==> config.mk <==
export PLATFORM = sky130hd
export DESIGN_NAME = ad_envelope_generator_core
export DESIGN_NICKNAME = d
export VERILOG_FILES = /design/src/rtl/adeg_pkg.sv /design/src/rtl/adeg_cfg_regs.sv /design/src/rtl/adeg_step.sv /design/src/rtl/ad_envelope_generator_core.sv
export SDC_FILE = /design/constraint.sdc
export NUM_CORES = 2
export LEC_CHECK = 0
export ABC_AREA = 1
export BUFFER_PORTS_ARGS = -buffer_cell sky130_fd_sc_hd__buf_2
export CAP_MARGIN = 20
export CORE_ASPECT_RATIO = 0.5
export CORE_MARGIN = 4
export CORE_UTILIZATION = 55
export CTS_CLUSTER_DIAMETER = 200
export DETAILED_ROUTE_END_ITERATION = 10
export GPL_TIMING_DRIVEN = 0
export PLACE_DENSITY_LB_ADDON = 0.12
export SETUP_SLACK_MARGIN = 0.5
export SYNTH_ARGS = -nofsm -noshare
export SYNTH_HDL_FRONTEND = slang
export SYNTH_SLANG_ARGS = --single-unit
==> constraint.sdc <==
create_clock -name clk -period 16 [get_ports clk]
set_clock_uncertainty 0.05 [all_clocks]
set_input_delay 3.2 -clock clk [delete_from_list [all_inputs] [get_ports clk]]
set_output_delay 3.2 -clock clk [all_outputs]
set_load 0.01 [all_outputs]
==> src/rtl/adeg_pkg.sv <==
// Shared types and constants for the attack-decay envelope generator.
// No dependencies; every other file in rtl/ imports this package.
package adeg_pkg;

  localparam int RATE_W     = 26;
  localparam int LEVEL_W    = 24;
  localparam int CFG_DATA_W = 26;
  localparam int CFG_IDX_W  = 2;

  // Full scale of the elapsed-time accumulator (Q2.24) and of the level (Q1.23).
  localparam logic [RATE_W-1:0]  ONE_Q24     = 26'd16777216;
  localparam logic [RATE_W-1:0]  ELAPSED_MAX = 26'h3FFFFFF;
  localparam logic [LEVEL_W-1:0] ONE_Q23     = 24'd8388608;

  localparam logic [RATE_W-1:0]  ATTACK_RATE_RST    = 26'd33554432;
  localparam logic [RATE_W-1:0]  DECAY_RATE_RST     = 26'd33554432;
  localparam logic [LEVEL_W-1:0] DECAY_FACTOR_RST   = 24'd0;
  localparam logic               ATTACK_ALLOWED_RST = 1'b1;

  typedef enum logic [1:0] {
    PH_IDLE   = 2'd0,
    PH_ATTACK = 2'd1,
    PH_DECAY  = 2'd2
  } phase_t;

  typedef enum logic [CFG_IDX_W-1:0] {
    REG_ATTACK_RATE    = 2'd0,
    REG_DECAY_RATE     = 2'd1,
    REG_DECAY_FACTOR   = 2'd2,
    REG_ATTACK_ALLOWED = 2'd3
  } cfg_index_t;

  typedef struct packed {
    logic [RATE_W-1:0]  attack_rate;
    logic [RATE_W-1:0]  decay_rate;
    logic [LEVEL_W-1:0] decay_factor;
    logic               attack_allowed;
  } cfg_regs_t;

endpackage

==> src/rtl/adeg_cfg_regs.sv <==
// Configuration register file for the envelope generator.
// Depends on adeg_pkg for the register index codes and the register struct.
module adeg_cfg_regs
  import adeg_pkg::*;
(
  input  logic                  clk,
  input  logic                  rst_n,
  input  logic                  wr_en,
  input  logic [CFG_IDX_W-1:0]  wr_index,
  input  logic [CFG_DATA_W-1:0] wr_data,
  output cfg_regs_t             cfg
);

  cfg_regs_t cfg_r;
  cfg_regs_t cfg_nxt;

  always_comb begin
    cfg_nxt = cfg_r;
    if (wr_en) begin
      unique case (cfg_index_t'(wr_index))
        REG_ATTACK_RATE:    cfg_nxt.attack_rate    = wr_data[RATE_W-1:0];
        REG_DECAY_RATE:     cfg_nxt.decay_rate     = wr_data[RATE_W-1:0];
        REG_DECAY_FACTOR:   cfg_nxt.decay_factor   = wr_data[LEVEL_W-1:0];
        REG_ATTACK_ALLOWED: cfg_nxt.attack_allowed = wr_data[0];
        default:            cfg_nxt = cfg_r;
      endcase
    end
  end

  always_ff @(posedge clk) begin
    if (!rst_n) begin
      cfg_r.attack_rate    <= ATTACK_RATE_RST;
      cfg_r.decay_rate     <= DECAY_RATE_RST;
      cfg_r.decay_factor   <= DECAY_FACTOR_RST;
      cfg_r.attack_allowed <= ATTACK_ALLOWED_RST;
    end else begin
      cfg_r <= cfg_nxt;
    end
  end

  assign cfg = cfg_r;

endmodule

==> src/rtl/adeg_step.sv <==
// Envelope state and the per-sample update: edge detect, phase control,
// saturating elapsed-time accumulator and one shared multiplier. Uses adeg_pkg.
module adeg_step
  import adeg_pkg::*;
(
  input  logic               clk,
  input  logic               rst_n,
  input  logic               fire,
  input  logic               gate_on,
  input  logic               trigger_on,
  input  cfg_regs_t          cfg,
  output logic [LEVEL_W-1:0] level_nxt
);

  localparam int PROD_W = LEVEL_W + LEVEL_W + 1;

  phase_t             phase_r,       phase_nxt;
  logic [RATE_W-1:0]  elapsed_r,     elapsed_nxt;
  logic [LEVEL_W-1:0] start_level_r, start_level_nxt;
  logic [LEVEL_W-1:0] env_level_r;
  logic               gate_before_r, trigger_before_r;

  logic               edge_hit;
  phase_t             phase_act;
  logic [RATE_W-1:0]  el_start;
  logic [RATE_W-1:0]  rate_sel;
  logic [RATE_W:0]    el_sum;
  logic [RATE_W-1:0]  el_acc;
  logic               el_done;
  logic [LEVEL_W:0]   mul_a;
  logic [LEVEL_W-1:0] mul_b;
  logic [PROD_W-1:0]  prod;
  logic [PROD_W-1:0]  att_rnd;
  logic [PROD_W-1:0]  dec_rnd;
  logic [LEVEL_W:0]   att_lv;
  logic [LEVEL_W+1:0] dec_lv;

  always_comb begin
    edge_hit  = (trigger_on && !trigger_before_r) || (gate_on && !gate_before_r);
    phase_act = (edge_hit && cfg.attack_allowed) ? PH_ATTACK : phase_r;
    el_start  = edge_hit ? '0 : elapsed_r;

    // The start level is recaptured whenever the timer sits at zero.
    if (el_start == '0) begin
      start_level_nxt = (env_level_r > ONE_Q23) ? ONE_Q23 : env_level_r;
    end else begin
      start_level_nxt = start_level_r;
    end

    rate_sel = (phase_act == PH_ATTACK) ? cfg.attack_rate : cfg.decay_rate;
    el_sum   = {1'b0, el_start} + {1'b0, rate_sel};
    el_acc   = el_sum[RATE_W] ? ELAPSED_MAX : el_sum[RATE_W-1:0];
    el_done  = el_acc > ONE_Q24;

    // One multiplier serves both the attack ramp and the decay product.
    if (phase_act == PH_ATTACK) begin
      mul_a = el_acc[LEVEL_W:0];
      mul_b = ONE_Q23 - start_level_nxt;
    end else begin
      mul_a = {1'b0, env_level_r};
      mul_b = cfg.decay_factor;
    end
    prod    = PROD_W'(mul_a) * PROD_W'(mul_b);
    att_rnd = prod + (PROD_W'(1) << 23);
    dec_rnd = prod + (PROD_W'(1) << 22);
    att_lv  = {1'b0, start_level_nxt} + att_rnd[LEVEL_W+24:24];
    dec_lv  = dec_rnd[LEVEL_W+24:23];
  end

  always_comb begin
    phase_nxt   = phase_act;
    elapsed_nxt = el_start;
    level_nxt   = '0;
    unique case (phase_act)
      PH_ATTACK: begin
        if (el_done) begin
          phase_nxt   = PH_DECAY;
          level_nxt   = ONE_Q23;
          elapsed_nxt = '0;
        end else begin
          elapsed_nxt = el_acc;
          level_nxt   = (att_lv > {1'b0, ONE_Q23}) ? ONE_Q23 : att_lv[LEVEL_W-1:0];
        end
      end
      PH_DECAY: begin
        if (el_done) begin
          phase_nxt   = PH_IDLE;
          level_nxt   = '0;
          elapsed_nxt = '0;
        end else begin
          elapsed_nxt = el_acc;
          level_nxt   = (dec_lv > {2'b00, ONE_Q23}) ? ONE_Q23 : dec_lv[LEVEL_W-1:0];
        end
      end
      default: begin
        level_nxt = '0;
      end
    endcase
  end

  always_ff @(posedge clk) begin
    if (!rst_n) begin
      phase_r          <= PH_IDLE;
      elapsed_r        <= '0;
      start_level_r    <= '0;
      env_level_r      <= '0;
      gate_before_r    <= 1'b0;
      trigger_before_r <= 1'b0;
    end else if (fire) begin
      phase_r          <= phase_nxt;
      elapsed_r        <= elapsed_nxt;
      start_level_r    <= start_level_nxt;
      env_level_r      <= level_nxt;
      gate_before_r    <= gate_on;
      trigger_before_r <= trigger_on;
    end
  end

endmodule

==> src/rtl/ad_envelope_generator_core.sv <==
// An input transfer is captured in the stage-1 registers; its result is written
// to the output register once that register is empty or its transfer completes.
// Throughput: one sample per cycle while out_stall is low; the envelope update
// is combinational through a single 25x24 multiplier, input to output register.
// Reset (rst_n, synchronous): envelope idle at zero, both pipeline stages empty,
// configuration registers at their default values.
module ad_envelope_generator_core
  import adeg_pkg::*;
(
  input  logic                  clk,
  input  logic                  rst_n,
  input  logic                  in_valid,
  output logic                  in_stall,
  input  logic                  in_gate_on,
  input  logic                  in_trigger_on,
  output logic                  out_valid,
  input  logic                  out_stall,
  output logic [LEVEL_W-1:0]    out_env_out,
  input  logic                  cfg_valid,
  output logic                  cfg_ready,
  input  logic [CFG_IDX_W-1:0]  cfg_index,
  input  logic [CFG_DATA_W-1:0] cfg_wdata
);

  cfg_regs_t          cfg;
  logic               s1_valid_r;
  logic               s1_gate_r;
  logic               s1_trigger_r;
  logic               out_valid_r;
  logic [LEVEL_W-1:0] out_env_r;
  logic [LEVEL_W-1:0] level_nxt;
  logic               advance;
  logic               fire;
  logic               in_xfer;

  assign cfg_ready = 1'b1;

  adeg_cfg_regs u_cfg (
    .clk      (clk),
    .rst_n    (rst_n),
    .wr_en    (cfg_valid && cfg_ready),
    .wr_index (cfg_index),
    .wr_data  (cfg_wdata),
    .cfg      (cfg)
  );

  // The output register frees up when it is empty or its transfer completes.
  assign advance  = !out_valid_r || !out_stall;
  assign fire     = s1_valid_r && advance;
  assign in_stall = s1_valid_r && !advance;
  assign in_xfer  = in_valid && !in_stall;

  adeg_step u_step (
    .clk        (clk),
    .rst_n      (rst_n),
    .fire       (fire),
    .gate_on    (s1_gate_r),
    .trigger_on (s1_trigger_r),
    .cfg        (cfg),
    .level_nxt  (level_nxt)
  );

  always_ff @(posedge clk) begin
    if (!rst_n) begin
      s1_valid_r  <= 1'b0;
      out_valid_r <= 1'b0;
    end else begin
      if (in_xfer) begin
        s1_valid_r <= 1'b1;
      end else if (fire) begin
        s1_valid_r <= 1'b0;
      end
      if (fire) begin
        out_valid_r <= 1'b1;
      end else if (!out_stall) begin
        out_valid_r <= 1'b0;
      end
    end
  end

  always_ff @(posedge clk) begin
    if (in_xfer) begin
      s1_gate_r    <= in_gate_on;
      s1_trigger_r <= in_trigger_on;
    end
    if (fire) begin
      out_env_r <= level_nxt;
    end
  end

  assign out_valid   = out_valid_r;
  assign out_env_out = out_env_r;

endmodule

==> run_results.csv <==
group,metric,value,unit
layout,area_delta_synth_final,8.93,%
synth,avgSynthCellArea,7.20,sq um
timing,setup_violations,0,
die,io_pins,62,
worst_setup_path,cp_common_cell,"nand2_1",
worst_setup_path,arrival,14.90,ns
synth,syn_inst,4525,
clock_network,clockBufferDepth,2,
global_route,grt_pass1_vias,30389,
worst_setup_path,rr_endpoint,"out_env_out[17]$_DFFE_PP_",
synth,yosys-top-cells-area,"fa_1 31%, inv_1 11%, nand2_1 10%, dfxtp_1 9.6%, ha_1 8.7%",
route,routed_wl,118,mm
die,die_area,63500,sq um
global_route,overflow,0,
die,num_rows,62,
timing,grt_setup_unrepaired,"no",
place,place_congestion,1.02,
worst_hold_path,hold_start,"u_step.gate_before_r$_SDFFE_PN0P_",
global_route,grt_pass1_wl,179,mm
layout,fin_nets,5415,
worst_setup_path,reg2reg_setup_slack,1.24,ns
worst_hold_path,hold_depth,2,
synth,yosysWarnings,0,
clock_network,numCtsBuffers,17,
synth,synth_edf_count,26,
worst_setup_path,reg2reg_depth,74,
timing,holdWs,0.411,ns
route,first_pass_iters,6,
synth,yosysSeqAreaShare,0.120,
timing,slew_headroom,0.242,
worst_hold_path,min_to,"u_step.gate_before_r$_SDFFE_PN0P_",
route,ant_nets,0,
clock_network,cts_tree,"done",
worst_setup_path,cp-end-kind,"flop",
synth,syn-cell-area,32600,sq um
global_route,grt_max_degree,34,
synth,ys_top_cells_by_count,"926 x inv_1, 883 x nand2_1, 659 x nor2_1",
worst_setup_path,max_stage_delay,0.57,ns
worst_setup_path,slowest_stage,"fa_1",
synth,ys_types,55,
clock_network,cts_root_buf,"clkbuf_16",
die,initial_core_util,0.562,
synth,synthArstFlopShare,0,
synth,ys_seq_elements,183,
global_route,grt_usage,0.371,
timing,fmax,67.7,MHz
worst_setup_path,crit_type,"flop to flop",
place,hpwl,100,mm
route,drt_iter0_markers,2786,
run_status,run_status,"finished clean",
global_route,grt_antenna_before_repair,2,
synth,netlist.area_leader.share,0.310,
timing,period_needed,14.76,ns
worst_hold_path,hold_class,"flop to flop",
flow_run,drv_cap,0,
timing,hold_viol_final,0,
worst_setup_path,worstPathMaxFanout,10,
route,viasPerCell,5.66,
worst_setup_path,start_kind,"flop",
timing,slew_viol_final,0,
clock_network,cts_sinks,183,
route,via_count,30735,
die,die_h,180,microns
worst_setup_path,r2r_start,"s1_gate_r$_DFFE_PP_",
timing,tightest_slew,1.13,ns
layout,diodes,0,
layout,drive_gt1_frac,0.0879,
synth,synth_most_common_cell,"inv_1",
route,remaining_drc_errors,0,
worst_setup_path,required,16.14,ns
clock_network,clkTransAtPathRegs,0.07,ns
clock_network,clk-insertion-delay-late,0.45,ns
die,core_area,58000,sq um
die,chipWidth,352,microns
synth,syn-num-nets,5291,
clock_network,h-tree-depth,4,
timing,timing.final.crit_share,0.923,
place,numPortBuffers,59,
layout,nFillCells,5624,
synth,ys.flop_type,"dfxtp_1",
route,wl_per_cell,21.7,microns
synth,synth.largest_area_cell,"fa_1",
[registers in the layout, summed over array words and instances, names as in the netlist]
name                     count
u_cfg.cfg                   77
s1_valid_r                   1
u_step.gate_before_r         1
u_step.start_level_r        24
out_valid                    1
u_step.trigger_before_r      1
s1_gate_r                    1
out_env_out                 24
u_step.elapsed_r            26
u_step.env_level_r          24
u_step.phase_r               2
s1_trigger_r                 1
[metrics by stage]
stage,setup WS [ns],TNS (ns),util,cells,cell area (sq um)
floorplan,2.04,0,-,4525,32600
CTS,0.538,0,0.604,5417,35000
detailed placement,-2.34,-107.62,0.586,5371,34000
global route,0.441,0,0.612,5430,35500
global placement,-2.70,-124.50,0.583,5352,33800
finish,1.24,0,0.612,5430,35500
[how the worst max path moves through the flow]
| stage | from | slack (ns) | cells after the start | to |
|---|---|---|---|---|
| global placement | s1_trigger_r$_DFFE_PP_ | -2.70 | 74 | out_env_out[19]$_DFFE_PP_ |
| detailed placement | s1_gate_r$_DFFE_PP_ | -2.34 | 79 | out_env_out[19]$_DFFE_PP_ |
| global route | s1_trigger_r$_DFFE_PP_ | 0.44 | 81 | u_step.env_level_r[17]$_SDFFE_PN0P_ |
| floorplan | s1_trigger_r$_DFFE_PP_ | 2.04 | 79 | out_env_out[4]$_DFFE_PP_ |
| CTS | s1_gate_r$_DFFE_PP_ | 0.54 | 80 | out_env_out[19]$_DFFE_PP_ |
| finish | s1_gate_r$_DFFE_PP_ | 1.24 | 74 | out_env_out[17]$_DFFE_PP_ |
[layer usage]
layer / wire length, microns / track usage / share of wire / vias to the layer above
li1: - / - / - / 13966
met1: 49400 / 0.514 / 0.42 / 14996
met2: 50300 / 0.566 / 0.43 / 1507
met3: 13400 / 0.0947 / 0.11 / 264
met4: 4700 / 0.129 / 0.040 / 2
met5: 66 / 0 / 0.00056 / -
[what timing repair did]
item / CTS / global route
endpoints found under the hold margin: 0 / 0
hold buffers: 0 / 0
resized for setup: 105 / 136
setup buffers: 14 / 12
pin swaps: 5 / 11
endpoints found under the setup margin: 48 / 48
[placed cells by master (no fill, tap or decap), drive strengths merged, types with 18 or more instances in the layout]
cell type    n
buf        159
clkbuf     128
ha         226
dfxtp      157
a21oi      218
nand2      901
fa         505
o21ai      251
or2         29
clkinv      20
o211ai      18
edfxtp      26
nor2       680
xnor2       19
nor3        24
a221oi      25
nand3      151
xor2        63
inv        951
nand4       29
[kinds of logic after synthesis]
family | synth area share
other | 0.000115
adder cells (fa/ha/maj) | 0.397
XOR/XNOR | 0.0225
AO/OA/AOI/OAI | 0.0959
AND/OR/NAND/NOR | 0.230
buffers and inverters | 0.134
flip-flops | 0.120
[critical path: cells and delay by family (launching register included)]
family | cells | cell delay [ns]
buffers and inverters | 21 | 2.72
adder cells (fa/ha/maj) | 11 | 4.92
AND/OR/NAND/NOR | 27 | 3.25
XOR/XNOR | 3 | 0.91
flip-flops | 1 | 0.41
AO/OA/AOI/OAI | 12 | 2.22
[area by class of cell]
type	count	area, sq um	area share
Multi-Input combinational cell	3214	24800	0.699
Sequential cell	183	3920	0.111
Inverter	963	3660	0.103
Tap cell	768	961	0.0271
Buffer	165	901	0.0254
Timing Repair Buffer	105	672	0.0189
Clock buffer	17	425	0.0120
Clock inverter	15	163	0.00458
Power is left out: the tool's default activity adds up to more than one toggle a clock period on the data nets, which glitch-free logic cannot reach.
